### config.mk
export PLATFORM = sky130hd
export DESIGN_NAME = polyline_angle_simplify
export DESIGN_NICKNAME = d
export VERILOG_FILES = /design/src/rtl/core/pas_pkg.sv /design/src/rtl/core/polyline_angle_simplify.sv /design/src/rtl/core/pas_mul.sv /design/src/rtl/core/pas_datapath.sv /design/src/rtl/core/pas_ctrl.sv
export SDC_FILE = /design/constraint.sdc
export NUM_CORES = 2
export LEC_CHECK = 0
export BUFFER_PORTS_ARGS = -buffer_cell sky130_fd_sc_hd__buf_4
export CAP_MARGIN = 25
export CORE_MARGIN = 2
export CORE_UTILIZATION = 55
export CTS_CLUSTER_DIAMETER = 120
export CTS_CLUSTER_SIZE = 28
export DETAILED_ROUTE_END_ITERATION = 10
export PLACE_DENSITY = 0.75
export SLEW_MARGIN = 20
export SYNTH_ARGS = -nofsm -noshare
export SYNTH_HDL_FRONTEND = slang
export SYNTH_SLANG_ARGS = --single-unit
### constraint.sdc
create_clock -name clk -period 24.3 [get_ports clk]
set_input_delay 3.645 -clock clk [delete_from_list [all_inputs] [get_ports clk]]
set_output_delay 3.645 -clock clk [all_outputs]
set_load 0.05 [all_outputs]
### src/rtl/core/pas_pkg.sv
`timescale 1ns / 1ps

package pas_pkg;

    // Threshold register: unsigned Q1.16, one integer bit
    localparam int THR_W = 17;
    localparam logic [THR_W-1:0] THR_RESET = 17'd65411;

    // Fraction bits of the threshold; the squared dot product is scaled by this
    localparam int FRAC_W = 16;

    // Controller states
    typedef enum logic [3:0] {
        ST_IDLE,
        ST_FIRST,
        ST_PREP,
        ST_CHECK,
        ST_GO,
        ST_WAIT,
        ST_CMP,
        ST_KEEP,
        ST_TAIL,
        ST_LAST
    } state_t;

    // Products run on the shared multiplier, in this order
    typedef enum logic [3:0] {
        OP_AX2,   // ax*ax, clears the accumulator
        OP_AY2,   // + ay*ay -> la
        OP_BX2,   // bx*bx, clears the accumulator
        OP_BY2,   // + by*by -> lb
        OP_P1,    // +/- ax*bx, clears the accumulator
        OP_P2,    // +/- ay*by -> dot
        OP_DSQ,   // dot*dot
        OP_LALB,  // la*lb
        OP_RTH    // (la*lb)*threshold
    } op_t;

    // Commands from the controller to the datapath
    typedef struct packed {
        logic capture;      // latch the incoming point
        logic prep;         // register segment magnitudes and signs
        logic start;        // launch the product selected by op
        logic store;        // write the finished product to its destination
        logic set_anchor_pt;
        logic set_anchor_held;
        logic set_held;
        logic push;         // load the output register
        logic push_held;    // output the held point, else the current point
        logic push_done;
        op_t  op;
    } cmd_t;

    // Status from the datapath to the controller
    typedef struct packed {
        logic a_zero;       // held point equals anchor
        logic b_zero;       // next point equals held point
        logic mul_busy;
        logic keep;         // turn is sharp enough to keep the held point
        logic can_push;     // output register free this cycle
    } status_t;

endpackage

### src/rtl/core/polyline_angle_simplify.sv
`timescale 1ns / 1ps

// Channel  Dir  Handshake          Payload
// s_axis   in   tvalid / tready    tdata {point_y, point_x}, tlast end_of_curve
// m_axis   out  tvalid / tready    tdata {kept_point_y, kept_point_x}, tlast curve_done
// cfg      in   valid / ready      cos_sq_threshold (17 bits)
//
// One point is processed at a time. A first point or a point with no held predecessor
// runs no products.
// Judging a held interior point runs nine products in turn on one shared multiplier
// that retires one (COORD_WIDTH+1)-bit digit per cycle and finishes a product early
// when its multiplier has zero upper digits. A waiting result
// blocks only the load of a further result. Reset is asynchronous, active low.

module polyline_angle_simplify #(
    parameter int COORD_WIDTH = 16
) (
    input  logic clk,
    input  logic rst_n,

    input  logic                                   s_axis_tvalid,
    output logic                                   s_axis_tready,
    // [COORD_WIDTH-1:0] point_x, [2*COORD_WIDTH-1:COORD_WIDTH] point_y
    input  logic [((2*COORD_WIDTH+7)/8)*8-1:0]     s_axis_tdata,
    input  logic                                   s_axis_tlast,

    output logic                                   m_axis_tvalid,
    input  logic                                   m_axis_tready,
    // [COORD_WIDTH-1:0] kept_point_x, [2*COORD_WIDTH-1:COORD_WIDTH] kept_point_y
    output logic [((2*COORD_WIDTH+7)/8)*8-1:0]     m_axis_tdata,
    output logic                                   m_axis_tlast,

    input  logic                                   cfg_valid,
    output logic                                   cfg_ready,
    input  logic [pas_pkg::THR_W-1:0]              cfg_data
);

    localparam int TDATA_W = ((2 * COORD_WIDTH + 7) / 8) * 8;

    pas_pkg::cmd_t         cmd;
    pas_pkg::status_t      status;
    logic [COORD_WIDTH-1:0] out_x, out_y;

    assign cfg_ready = 1'b1;

    pas_ctrl u_ctrl (
        .clk      (clk),
        .rst_n    (rst_n),
        .in_valid (s_axis_tvalid),
        .in_last  (s_axis_tlast),
        .in_ready (s_axis_tready),
        .status   (status),
        .cmd      (cmd)
    );

    pas_datapath #(
        .COORD_WIDTH (COORD_WIDTH)
    ) u_datapath (
        .clk       (clk),
        .rst_n     (rst_n),
        .cmd       (cmd),
        .status    (status),
        .in_x      (s_axis_tdata[COORD_WIDTH-1:0]),
        .in_y      (s_axis_tdata[2*COORD_WIDTH-1:COORD_WIDTH]),
        .cfg_we    (cfg_valid & cfg_ready),
        .cfg_thr   (cfg_data),
        .out_ready (m_axis_tready),
        .out_valid (m_axis_tvalid),
        .out_x     (out_x),
        .out_y     (out_y),
        .out_done  (m_axis_tlast)
    );

    // Pack the kept point, zero padding to whole bytes
    assign m_axis_tdata = TDATA_W'({out_y, out_x});

endmodule

### src/rtl/core/pas_mul.sv
`timescale 1ns / 1ps

// Shared multiply-accumulate unit: one DW-bit digit of b per cycle
module pas_mul #(
    parameter int PW = 85,
    parameter int AW = 34,
    parameter int BW = 68,
    parameter int DW = 17
) (
    input  logic          clk,
    input  logic          rst_n,
    input  logic          start,
    input  logic          clr,
    input  logic          neg,
    input  logic [AW-1:0] a,
    input  logic [BW-1:0] b,
    output logic [PW-1:0] acc,
    output logic          busy
);

    localparam int ND = (BW + DW - 1) / DW;
    localparam int IW = (ND > 1) ? $clog2(ND) : 1;

    logic [BW-1:0]    b_reg;
    logic [BW-1:0]    b_next;
    logic [AW-1:0]    a_reg;
    logic [IW-1:0]    idx_reg;
    logic [PW-1:0]    acc_reg;
    logic             neg_reg;
    logic [DW-1:0]    digit;
    logic [AW+DW-1:0] pp;
    logic [PW-1:0]    shifted;
    logic [PW-1:0]    term;

    // Form the partial product of the current digit and align it
    assign digit   = b_reg[DW-1:0];
    assign pp      = (AW+DW)'(a_reg) * (AW+DW)'(digit);
    assign shifted = PW'(pp) << (DW * idx_reg);
    assign term    = neg_reg ? (~shifted + 1'b1) : shifted;
    assign busy    = |b_reg;
    assign acc     = acc_reg;

    // Load a new multiplier, or retire one digit
    always_comb
    begin
        b_next = b_reg;
        if (start)
        begin
            b_next = b;
        end
        else if (busy)
        begin
            b_next = b_reg >> DW;
        end
    end

    always_ff @(posedge clk or negedge rst_n)
    begin
        if (!rst_n)
        begin
            b_reg <= '0;
        end
        else
        begin
            b_reg <= b_next;
        end
    end

    // Advance the digit position and accumulate
    always_ff @(posedge clk)
    begin
        if (start)
        begin
            a_reg   <= a;
            idx_reg <= '0;
            neg_reg <= neg;
            if (clr)
            begin
                acc_reg <= '0;
            end
        end
        else if (busy)
        begin
            acc_reg <= acc_reg + term;
            idx_reg <= idx_reg + 1'b1;
        end
    end

endmodule

### src/rtl/core/pas_datapath.sv
`timescale 1ns / 1ps

module pas_datapath #(
    parameter int COORD_WIDTH = 16
) (
    input  logic                   clk,
    input  logic                   rst_n,
    input  pas_pkg::cmd_t          cmd,
    output pas_pkg::status_t       status,
    input  logic [COORD_WIDTH-1:0] in_x,
    input  logic [COORD_WIDTH-1:0] in_y,
    input  logic                   cfg_we,
    input  logic [pas_pkg::THR_W-1:0] cfg_thr,
    input  logic                   out_ready,
    output logic                   out_valid,
    output logic [COORD_WIDTH-1:0] out_x,
    output logic [COORD_WIDTH-1:0] out_y,
    output logic                   out_done
);

    localparam int W      = COORD_WIDTH;
    localparam int MAG_W  = W + 1;
    localparam int LEN_W  = 2 * W + 2;
    localparam int DOT_W  = 2 * W + 2;
    localparam int DSQ_W  = 4 * W + 4;
    localparam int R_W    = 4 * W + 4;
    localparam int PW     = R_W + pas_pkg::THR_W;
    localparam int AW     = LEN_W;
    localparam int BW     = R_W;
    localparam int DW     = MAG_W;

    logic [W-1:0] pt_x_reg, pt_y_reg;
    logic [W-1:0] anchor_x_reg, anchor_y_reg;
    logic [W-1:0] held_x_reg, held_y_reg;
    logic [pas_pkg::THR_W-1:0] thr_reg;

    logic [MAG_W-1:0] ax_reg, ay_reg, bx_reg, by_reg;
    logic             sx_reg, sy_reg;
    logic [LEN_W-1:0] la_reg, lb_reg;
    logic [DOT_W-1:0] dot_reg;
    logic [DSQ_W-1:0] dsq_reg;
    logic [R_W-1:0]   r_reg;
    logic [PW-1:0]    rth_reg;

    logic             out_valid_reg, out_valid_next;
    logic [W-1:0]     out_x_reg, out_y_reg;
    logic             out_done_reg;

    logic signed [W:0] dax, day, dbx, dby;
    logic [MAG_W-1:0]  max, may, mbx, mby;

    logic [AW-1:0]    mul_a;
    logic [BW-1:0]    mul_b;
    logic             mul_clr, mul_neg;
    logic [PW-1:0]    mul_acc;
    logic             mul_busy;
    logic [DOT_W:0]   dot_s;
    logic [DOT_W-1:0] dot_mag;
    logic [PW-1:0]    dsq_scaled;

    // Segment vectors a = held - anchor and b = point - held
    always_comb
    begin
        dax = $signed({held_x_reg[W-1], held_x_reg}) - $signed({anchor_x_reg[W-1], anchor_x_reg});
        day = $signed({held_y_reg[W-1], held_y_reg}) - $signed({anchor_y_reg[W-1], anchor_y_reg});
        dbx = $signed({pt_x_reg[W-1], pt_x_reg}) - $signed({held_x_reg[W-1], held_x_reg});
        dby = $signed({pt_y_reg[W-1], pt_y_reg}) - $signed({held_y_reg[W-1], held_y_reg});
        max = dax[W] ? (~dax + 1'b1) : dax;
        may = day[W] ? (~day + 1'b1) : day;
        mbx = dbx[W] ? (~dbx + 1'b1) : dbx;
        mby = dby[W] ? (~dby + 1'b1) : dby;
    end

    // Select operands for the product in flight; the wide operand goes to b
    always_comb
    begin
        mul_a   = '0;
        mul_b   = '0;
        mul_clr = 1'b0;
        mul_neg = 1'b0;
        case (cmd.op)
            pas_pkg::OP_AX2:
            begin
                mul_a   = AW'(ax_reg);
                mul_b   = BW'(ax_reg);
                mul_clr = 1'b1;
            end
            pas_pkg::OP_AY2:
            begin
                mul_a = AW'(ay_reg);
                mul_b = BW'(ay_reg);
            end
            pas_pkg::OP_BX2:
            begin
                mul_a   = AW'(bx_reg);
                mul_b   = BW'(bx_reg);
                mul_clr = 1'b1;
            end
            pas_pkg::OP_BY2:
            begin
                mul_a = AW'(by_reg);
                mul_b = BW'(by_reg);
            end
            pas_pkg::OP_P1:
            begin
                mul_a   = AW'(ax_reg);
                mul_b   = BW'(bx_reg);
                mul_clr = 1'b1;
                mul_neg = sx_reg;
            end
            pas_pkg::OP_P2:
            begin
                mul_a   = AW'(ay_reg);
                mul_b   = BW'(by_reg);
                mul_neg = sy_reg;
            end
            pas_pkg::OP_DSQ:
            begin
                mul_a   = AW'(dot_reg);
                mul_b   = BW'(dot_reg);
                mul_clr = 1'b1;
            end
            pas_pkg::OP_LALB:
            begin
                mul_a   = AW'(la_reg);
                mul_b   = BW'(lb_reg);
                mul_clr = 1'b1;
            end
            pas_pkg::OP_RTH:
            begin
                mul_a   = AW'(thr_reg);
                mul_b   = BW'(r_reg);
                mul_clr = 1'b1;
            end
            default:
            begin
                mul_a = '0;
            end
        endcase
    end

    pas_mul #(
        .PW (PW),
        .AW (AW),
        .BW (BW),
        .DW (DW)
    ) u_mul (
        .clk   (clk),
        .rst_n (rst_n),
        .start (cmd.start),
        .clr   (mul_clr),
        .neg   (mul_neg),
        .a     (mul_a),
        .b     (mul_b),
        .acc   (mul_acc),
        .busy  (mul_busy)
    );

    // Magnitude of the signed dot product
    assign dot_s   = mul_acc[DOT_W:0];
    assign dot_mag = dot_s[DOT_W] ? DOT_W'(~dot_s + 1'b1) : dot_s[DOT_W-1:0];

    // Keep when dot^2 * 2^16 < la * lb * threshold
    assign dsq_scaled = PW'({dsq_reg, {pas_pkg::FRAC_W{1'b0}}});

    assign status.a_zero   = (ax_reg == '0) && (ay_reg == '0);
    assign status.b_zero   = (bx_reg == '0) && (by_reg == '0);
    assign status.mul_busy = mul_busy;
    assign status.keep     = dsq_scaled < rth_reg;
    assign status.can_push = !out_valid_reg || out_ready;

    // Anchor, held point and threshold storage
    always_ff @(posedge clk or negedge rst_n)
    begin
        if (!rst_n)
        begin
            anchor_x_reg <= '0;
            anchor_y_reg <= '0;
            held_x_reg   <= '0;
            held_y_reg   <= '0;
            thr_reg      <= pas_pkg::THR_RESET;
        end
        else
        begin
            if (cmd.set_anchor_pt)
            begin
                anchor_x_reg <= pt_x_reg;
                anchor_y_reg <= pt_y_reg;
            end
            else if (cmd.set_anchor_held)
            begin
                anchor_x_reg <= held_x_reg;
                anchor_y_reg <= held_y_reg;
            end
            if (cmd.set_held)
            begin
                held_x_reg <= pt_x_reg;
                held_y_reg <= pt_y_reg;
            end
            if (cfg_we)
            begin
                thr_reg <= cfg_thr;
            end
        end
    end

    // Capture the point, latch intermediate results and load the output register
    always_ff @(posedge clk)
    begin
        if (cmd.capture)
        begin
            pt_x_reg <= in_x;
            pt_y_reg <= in_y;
        end
        if (cmd.prep)
        begin
            ax_reg <= max;
            ay_reg <= may;
            bx_reg <= mbx;
            by_reg <= mby;
            sx_reg <= dax[W] ^ dbx[W];
            sy_reg <= day[W] ^ dby[W];
        end
        if (cmd.store)
        begin
            case (cmd.op)
                pas_pkg::OP_AY2:  la_reg  <= mul_acc[LEN_W-1:0];
                pas_pkg::OP_BY2:  lb_reg  <= mul_acc[LEN_W-1:0];
                pas_pkg::OP_P2:   dot_reg <= dot_mag;
                pas_pkg::OP_DSQ:  dsq_reg <= mul_acc[DSQ_W-1:0];
                pas_pkg::OP_LALB: r_reg   <= mul_acc[R_W-1:0];
                pas_pkg::OP_RTH:  rth_reg <= mul_acc;
                default:          ;
            endcase
        end
        if (cmd.push)
        begin
            out_x_reg    <= cmd.push_held ? held_x_reg : pt_x_reg;
            out_y_reg    <= cmd.push_held ? held_y_reg : pt_y_reg;
            out_done_reg <= cmd.push_done;
        end
    end

    // Output register: fill on push, drain on request
    always_comb
    begin
        out_valid_next = out_valid_reg;
        if (cmd.push)
        begin
            out_valid_next = 1'b1;
        end
        else if (out_ready)
        begin
            out_valid_next = 1'b0;
        end
    end

    always_ff @(posedge clk or negedge rst_n)
    begin
        if (!rst_n)
        begin
            out_valid_reg <= 1'b0;
        end
        else
        begin
            out_valid_reg <= out_valid_next;
        end
    end

    assign out_valid = out_valid_reg;
    assign out_x     = out_x_reg;
    assign out_y     = out_y_reg;
    assign out_done  = out_done_reg;

endmodule

### src/rtl/core/pas_ctrl.sv
`timescale 1ns / 1ps

module pas_ctrl (
    input  logic             clk,
    input  logic             rst_n,
    input  logic             in_valid,
    input  logic             in_last,
    output logic             in_ready,
    input  pas_pkg::status_t status,
    output pas_pkg::cmd_t    cmd
);

    pas_pkg::state_t state_reg, state_next;
    pas_pkg::op_t    op_reg, op_next;
    logic            awaiting_reg, awaiting_next;
    logic            held_valid_reg, held_valid_next;
    logic            last_reg, last_next;

    // Next state
    always_comb
    begin
        state_next = state_reg;
        unique case (state_reg)
            pas_pkg::ST_IDLE:
            begin
                if (in_valid)
                begin
                    if (awaiting_reg)
                    begin
                        state_next = pas_pkg::ST_FIRST;
                    end
                    else if (held_valid_reg)
                    begin
                        state_next = pas_pkg::ST_PREP;
                    end
                    else
                    begin
                        state_next = pas_pkg::ST_TAIL;
                    end
                end
            end
            pas_pkg::ST_FIRST:
            begin
                if (status.can_push)
                begin
                    state_next = last_reg ? pas_pkg::ST_LAST : pas_pkg::ST_IDLE;
                end
            end
            pas_pkg::ST_PREP:
            begin
                state_next = pas_pkg::ST_CHECK;
            end
            pas_pkg::ST_CHECK:
            begin
                if (status.a_zero || status.b_zero)
                begin
                    state_next = pas_pkg::ST_TAIL;
                end
                else
                begin
                    state_next = pas_pkg::ST_GO;
                end
            end
            pas_pkg::ST_GO:
            begin
                state_next = pas_pkg::ST_WAIT;
            end
            pas_pkg::ST_WAIT:
            begin
                if (!status.mul_busy)
                begin
                    state_next = (op_reg == pas_pkg::OP_RTH) ? pas_pkg::ST_CMP
                                                              : pas_pkg::ST_GO;
                end
            end
            pas_pkg::ST_CMP:
            begin
                state_next = status.keep ? pas_pkg::ST_KEEP : pas_pkg::ST_TAIL;
            end
            pas_pkg::ST_KEEP:
            begin
                if (status.can_push)
                begin
                    state_next = pas_pkg::ST_TAIL;
                end
            end
            pas_pkg::ST_TAIL:
            begin
                state_next = last_reg ? pas_pkg::ST_LAST : pas_pkg::ST_IDLE;
            end
            pas_pkg::ST_LAST:
            begin
                if (status.can_push)
                begin
                    state_next = pas_pkg::ST_IDLE;
                end
            end
            default:
            begin
                state_next = pas_pkg::ST_IDLE;
            end
        endcase
    end

    // Commands and flag updates
    always_comb
    begin
        in_ready        = 1'b0;
        cmd             = '0;
        cmd.op          = op_reg;
        op_next         = op_reg;
        awaiting_next   = awaiting_reg;
        held_valid_next = held_valid_reg;
        last_next       = last_reg;
        unique case (state_reg)
            pas_pkg::ST_IDLE:
            begin
                in_ready = 1'b1;
                if (in_valid)
                begin
                    cmd.capture = 1'b1;
                    last_next   = in_last;
                end
            end
            pas_pkg::ST_FIRST:
            begin
                if (status.can_push)
                begin
                    cmd.push = 1'b1;
                    if (!last_reg)
                    begin
                        cmd.set_anchor_pt = 1'b1;
                        awaiting_next     = 1'b0;
                        held_valid_next   = 1'b0;
                    end
                end
            end
            pas_pkg::ST_PREP:
            begin
                cmd.prep = 1'b1;
            end
            pas_pkg::ST_CHECK:
            begin
                op_next = pas_pkg::OP_AX2;
            end
            pas_pkg::ST_GO:
            begin
                cmd.start = 1'b1;
            end
            pas_pkg::ST_WAIT:
            begin
                if (!status.mul_busy)
                begin
                    cmd.store = 1'b1;
                    if (op_reg != pas_pkg::OP_RTH)
                    begin
                        op_next = pas_pkg::op_t'(op_reg + 4'd1);
                    end
                end
            end
            pas_pkg::ST_CMP:
            begin
                cmd.op = op_reg;
            end
            pas_pkg::ST_KEEP:
            begin
                if (status.can_push)
                begin
                    cmd.push            = 1'b1;
                    cmd.push_held       = 1'b1;
                    cmd.set_anchor_held = 1'b1;
                end
            end
            pas_pkg::ST_TAIL:
            begin
                if (!last_reg)
                begin
                    cmd.set_held    = 1'b1;
                    held_valid_next = 1'b1;
                end
            end
            pas_pkg::ST_LAST:
            begin
                if (status.can_push)
                begin
                    cmd.push        = 1'b1;
                    cmd.push_done   = 1'b1;
                    awaiting_next   = 1'b1;
                    held_valid_next = 1'b0;
                end
            end
            default:
            begin
                in_ready = 1'b0;
            end
        endcase
    end

    // Hold controller state
    always_ff @(posedge clk or negedge rst_n)
    begin
        if (!rst_n)
        begin
            state_reg      <= pas_pkg::ST_IDLE;
            op_reg         <= pas_pkg::OP_AX2;
            awaiting_reg   <= 1'b1;
            held_valid_reg <= 1'b0;
            last_reg       <= 1'b0;
        end
        else
        begin
            state_reg      <= state_next;
            op_reg         <= op_next;
            awaiting_reg   <= awaiting_next;
            held_valid_reg <= held_valid_next;
            last_reg       <= last_next;
        end
    end

endmodule

# Word level (Yosys, flattened, before mapping)

Cells that the tools add are included.

Output and inout port bits: 36
Memory bits (read-only): 0
Latch bits: 0
Word-level logic and storage cells: 186
Input bits: 55
RAM bits: 0
Memories: 0
Flip-flop bits (word level): 741

Eq/ne operators: 27
Shift operators: 1
$mul: 2
Magnitude comparators: 1
Bitwise gates (word level): 8
Divide/modulo/power cells: 0
Reduce and logical (&&, ||, !) cells: 36
Add/sub/neg operators: 13
Muxes and demuxes: 61

Operators by type and width:

| operator                                      | count |
|---|---|
| one-hot mux 68 bit (7 select lines)           | 1 |
| 2-to-1 mux 85 bit                             | 4 |
| one-hot mux 34 bit (7 select lines)           | 1 |
| 2-to-1 mux 16 bit                             | 10 |
| 2-to-1 mux 68 bit                             | 2 |
| adder 85 x 1 -> 85 bit, second input constant | 1 |
| adder 85 bit                                  | 1 |
| less-than comparator 84 x 85 -> 1 bit         | 1 |
| NOT 85 bit                                    | 1 |
| << shifter 51 x 7 -> 85 bit                   | 1 |
| adder 17 x 1 -> 17 bit, second input constant | 4 |
| zero test 17 bit                              | 4 |
| NOT 17 bit                                    | 4 |
| OR reduction 68 bit                           | 1 |
| subtractor 16 x 16 -> 17 bit                  | 4 |
| multiplier 34 x 17 -> 51 bit                  | 1 |
| 2-to-1 mux 4 bit                              | 12 |
| one-hot mux 4 bit (10 select lines)           | 1 |
| adder 34 x 1 -> 34 bit, second input constant | 1 |
| 2-to-1 mux 34 bit                             | 1 |
| NOT 34 bit                                    | 1 |
| == test 4 x 3 -> 1 bit, second input constant | 8 |
| 2-to-1 mux 1 bit                              | 22 |
| == test 4 x 2 -> 1 bit, second input constant | 4 |
| other kinds (25)                              | 58 |

# Longest topological paths before layout

Depth in word-level cells: 8
Depth in mapped cells: 45
Depth with buffers taken out: 41

# Cells and area by module

From an unflattened synthesis, not the netlist that was laid out.

Cells, all modules: 6455
Area total of the unflattened synthesis: 62957.9 sq um

Modules (own cells, without submodules):

| module                  | area each (sq um) | instances | cells each |
|---|---|---|---|
| pas_mul                 | 35241.3           | 1         | 4153 |
| pas_datapath            | 26907.1           | 1         | 2208 |
| pas_ctrl                | 798.3             | 1         | 92 |
| polyline_angle_simplify | 11.3              | 1         | 2 |

# Worst setup path before layout

No wires, ideal clock.

Kind: flip-flop to flip-flop
Start point: reg u_datapath.u_mul.b_reg[11]
End point: reg u_datapath.u_mul.acc_reg[79] (netlist: u_datapath.u_mul.acc[79]), data pin
Stages on the path, launching flop included: 41
Clock period less this slack: 10.460 ns
Slack: 13.840 ns
Arrival time: 10.146 ns
Cells stage by stage: dfrtp_1 > clkbuf_1 > clkbuf_1 > nand2_1 > fa_1 > inv_1 > fa_1 > fa_1 > fa_1 > fa_1 > inv_1 > fa_1 > inv_1 > ha_1 > clkbuf_1 > nand4_1 > or3b_2 > nand3b_1 > [... 5 more ...] > or2_2 > nor4_4 > and3_1 > a31o_2 > xor2_1 > ha_1 > clkbuf_1 > a21o_1 > a21o_1 > a21oi_1 > o31ai_1 > a221oi_1 > nand2_1 > a21oi_1 > o311ai_0 > a31oi_1 > xor2_1 > nor2_1

Longest elaborated chain between the ends: 8

Ends and longest elaborated chain:

| element                          | RTL line      | text |
|---|---|---|
| start: declaration               | pas_mul.sv:24 | `logic [BW-1:0] b_reg;` |
| start signal: assignment         | pas_mul.sv:65 | `b_reg <= b_next;` |
| multiplier 34 x 17 -> 51 bit (*) | pas_mul.sv:37 | `assign pp = (AW+DW)'(a_reg) * (AW+DW)'(digit);` |
| << shifter 51 x 7 -> 85 bit (*)  | pas_mul.sv:38 | `assign shifted = PW'(pp) << (DW * idx_reg);` |
| NOT 85 bit                       | pas_mul.sv:39 | `assign term = neg_reg ? (~shifted + 1'b1) : shifted;` |
| adder 85 x 1 -> 85 bit           | pas_mul.sv:39 |  |
| 2-to-1 mux 85 bit (*)            | pas_mul.sv:39 |  |
| adder 85 bit (*)                 | pas_mul.sv:84 | `acc_reg <= acc_reg + term;` |
| 2-to-1 mux 85 bit (*)            | pas_mul.sv:82 | `else if (busy)` |
| 2-to-1 mux 85 bit (*)            | pas_mul.sv:72 | `if (start)` |
| end signal: assignment           | pas_mul.sv:84 |  |
| end: declaration                 | pas_mul.sv:28 | `logic [PW-1:0] acc_reg;` |

Mark *: on every way between the ends. The rest lies on a longest branch, timed or not. The select of a mux whose other input is x is not followed.
A chain may end at the register's enable or synchronous reset.

# Final worst setup path

Start point: reg u_datapath.u_mul.a_reg[20]
End point: reg u_datapath.u_mul.acc_reg[75] (netlist: u_datapath.u_mul.acc[75]), data pin

Longest elaborated chain between the ends: 8

Ends and longest elaborated chain:

| element                          | RTL line      | text |
|---|---|---|
| start: declaration               | pas_mul.sv:26 | `logic [AW-1:0] a_reg;` |
| start signal: assignment         | pas_mul.sv:74 | `a_reg <= a;` |
| multiplier 34 x 17 -> 51 bit (*) | pas_mul.sv:37 |  |
| << shifter 51 x 7 -> 85 bit (*)  | pas_mul.sv:38 |  |
| NOT 85 bit                       | pas_mul.sv:39 |  |
| adder 85 x 1 -> 85 bit           | pas_mul.sv:39 |  |
| 2-to-1 mux 85 bit (*)            | pas_mul.sv:39 |  |
| adder 85 bit (*)                 | pas_mul.sv:84 |  |
| 2-to-1 mux 85 bit (*)            | pas_mul.sv:82 |  |
| 2-to-1 mux 85 bit (*)            | pas_mul.sv:72 |  |

Marks and branches as above.

==> flow_metrics.py <==
metrics = {
    "finish": {
        "fillers": 9335,
        "drive_gt1_share_pct": 5.53,
        "final_cell_area_sq_um": 63900,
        "fin_nets": 6982,
        "area_delta_synth_final_pct": 5.36,
    },
    "timing": {
        "slew_headroom_pct": 30.9,
        "rsz0062_at_grt": "false",
        "setup_viol": 0,
        "finalClockSkew_ns": 0.0392,
        "tightest_slew_ns": 1.04,
        "timing.fmax_mhz": 79.6,
        "final-hold-violation-count": 0,
        "period_share_pct": 51.7,
        "setup_tns_ns": 0,
        "period_minus_slack_ns": 12.56,
        "layout_setup_ws_ns": 11.74,
        "slew_viol_final": 0,
        "holdWs_ns": 0.472,
    },
    "drt": {
        "drt-pass1-iter-count": 11,
        "remaining_drc_errors": 0,
        "num_vias": 47186,
        "totalWireLength_microns": 181000,
        "avgViaCountPerCell": 6.22,
        "wl_per_cell_microns": 23.8,
        "drtIter0Drc": 5724,
        "ant_nets": 0,
    },
    "run": {
        "maxCapViolCount": 0,
    },
    "die": {
        "rows": 121,
        "die_area_sq_um": 113000,
        "dieHeight_microns": 336,
        "ioPinCount": 91,
        "initial_core_util_pct": 55.6,
        "core_sq_um": 109000,
        "die_w_microns": 336,
    },
    "synthesis": {
        "yosysTopAreaCellShare_pct": 28.6,
        "syn_area_sq_um": 60700,
        "synth_edf_count": 578,
        "ys_seq_elements": 741,
        "yosys.area.top_type": "edfxtp_1",
        "yosysSeqAreaShare_pct": 35.3,
        "yosysMostFrequentCell": "inv_1",
        "async_reset_ff_share_pct": 21.7,
        "syn_avg_cell_area_sq_um": 9.81,
        "synth_area_leaders": "edfxtp_1 (29%), fa_1 (16%), ha_1 (7.3%)",
        "synth-main-ff-cell": "edfxtp_1",
        "synthTopCellsByCount": "inv_1 (787), nand2_1 (744), edfxtp_1 (578)",
        "yosysUniqueCellTypes": 94,
        "syn-num-nets": 7081,
        "syn_inst": 6186,
        "yosys_warnings": 0,
    },
    "clocking": {
        "post_cts_buffers": 0,
        "clock_latency_ns": 0.65,
        "clk_pin_slew_ns": 0.11,
        "cts_buffers": 34,
        "hold_buffers": 0,
        "cts-root-buf": "clkbuf_16",
        "htreeDepth": 2,
        "clock_sinks": 741,
        "cts_resized": 0,
        "clockBufferDepth": 3,
        "tritoncts": "done",
    },
    "setup_path": {
        "ff2ff_path_depth": 36,
        "rrSetupSlack_ns": 11.74,
        "path_max_fanout": 17,
        "slowest_stage": "edfxtp_1",
        "worstSetupPathType": "flop to flop",
        "critPathLaunchType": "flop",
        "required_ns": 24.69,
        "r2r-end": "u_datapath.u_mul.acc[75]",
        "cp_common_cell": "fa_1",
        "cpPeakStageDelay_ns": 0.98,
        "end_kind": "flop",
        "r2r-start": "u_datapath.u_mul.a_reg[20]",
        "arrival_ns": 12.95,
    },
    "hold_path": {
        "hold_class": "flop to flop",
        "holdPathEnd": "u_datapath.u_mul.b_reg[37]",
        "worstHoldPathCells": 1,
        "holdCritStartpoint": "u_datapath.r_reg[37]",
    },
    "place": {
        "place_area_sq_um": 62700,
        "dp_slack_ns": 11.98,
        "routabilityCongestion": 1.00,
        "io_buffers": 89,
        "place_hpwl_microns": 137000,
    },
    "global_routing": {
        "grt_pass1_vias": 46653,
        "grt_max_degree": 83,
        "antenna_found_initial": 8,
        "grt_first_pass_wirelength_microns": 279000,
        "grt_usage_pct": 32.4,
        "grt-ovfl-total": 0,
    },
    "status": {
        "outcome": "complete, no violations",
    },
}
-- critical path, delay by kind of cell, from the launching register on --
family	cells	cell delay, ns
buffers and inverters	4	0.37
xor gates and xnor gates	1	0.27
adders and majority gates	8	4.16
AOI/OAI and AO/OA	14	3.70
muxes	1	0.13
and+or+nand+nor	8	2.69
DFF	1	0.98
-- final cells by class --
class | count | area [sq um] | share of cell area [%]
timing repair buffer | 162 | 1310 | 2.06
clock inverter | 8 | 175 | 0.274
tap | 1476 | 1850 | 2.89
sequential | 741 | 21400 | 33.6
antenna | 1 | 2.50 | 0.00392
multi-input combinational | 4361 | 35200 | 55.1
clock buffer | 54 | 926 | 1.45
inverter | 787 | 2960 | 4.63
-- through the flow --
step	utilization, %	std cells
after CTS	58.5	7583
final	58.5	7590
after global routing	58.5	7589
after floorplan	-	6186
after detailed placement	57.5	7521
after global placement	57.4	7516
-- worst max-delay path by stage --
stage                                           from                        to  slack (ns)  cells past startpoint
after detailed placement  u_datapath.u_mul.b_reg[12]  u_datapath.u_mul.acc[75]       11.98                     36
after global routing       u_datapath.u_mul.b_reg[3]  u_datapath.u_mul.acc[84]       11.20                     39
after global placement     u_datapath.u_mul.b_reg[5]  u_datapath.u_mul.acc[75]       12.07                     36
after floorplan           u_datapath.u_mul.b_reg[11]  u_datapath.u_mul.acc[79]       13.84                     40
final                     u_datapath.u_mul.a_reg[20]  u_datapath.u_mul.acc[75]       11.74                     36
after CTS                 u_datapath.u_mul.a_reg[20]  u_datapath.u_mul.acc[75]       11.94                     35
-- cell families after synthesis --
family / share of synthesized area (%)
AOI/OAI and AO/OA: 13.6
adders and majority gates: 23.3
DFF: 35.3
other: 0.00618
xor gates and xnor gates: 4.46
buffers and inverters: 6.74
and+or+nand+nor: 15.0
muxes: 1.53
-- metal layers --
metal	routed length [microns]	vias up	GRT usage, %
met1	77300	23553	47.7
met4	4820	6	8.63
met5	47	-	0
li1	-	21004	-
met2	79900	2313	49.3
met3	18400	310	6.00
-- placed cells by master, fill, tap and decap left out, types with 48 or more instances in the layout --
master / instances
inv_1: 786
nand2_1: 743
edfxtp_1: 578
fa_1: 484
ha_1: 356
nor2_1: 328
o21ai_0: 293
a21oi_1: 252
and2_1: 246
xnor2_1: 220
buf_4: 150
dfrtp_1: 149
a21o_1: 107
a22oi_1: 104
xor2_1: 89
nand4_1: 79
nand3_1: 79
nor3_1: 72
mux2_2: 55
a222oi_1: 51
nor4_1: 48
nor2b_1: 48
Power is not shown: default switching activity piles up to over one toggle a cycle in this logic, so the estimate is an artifact.
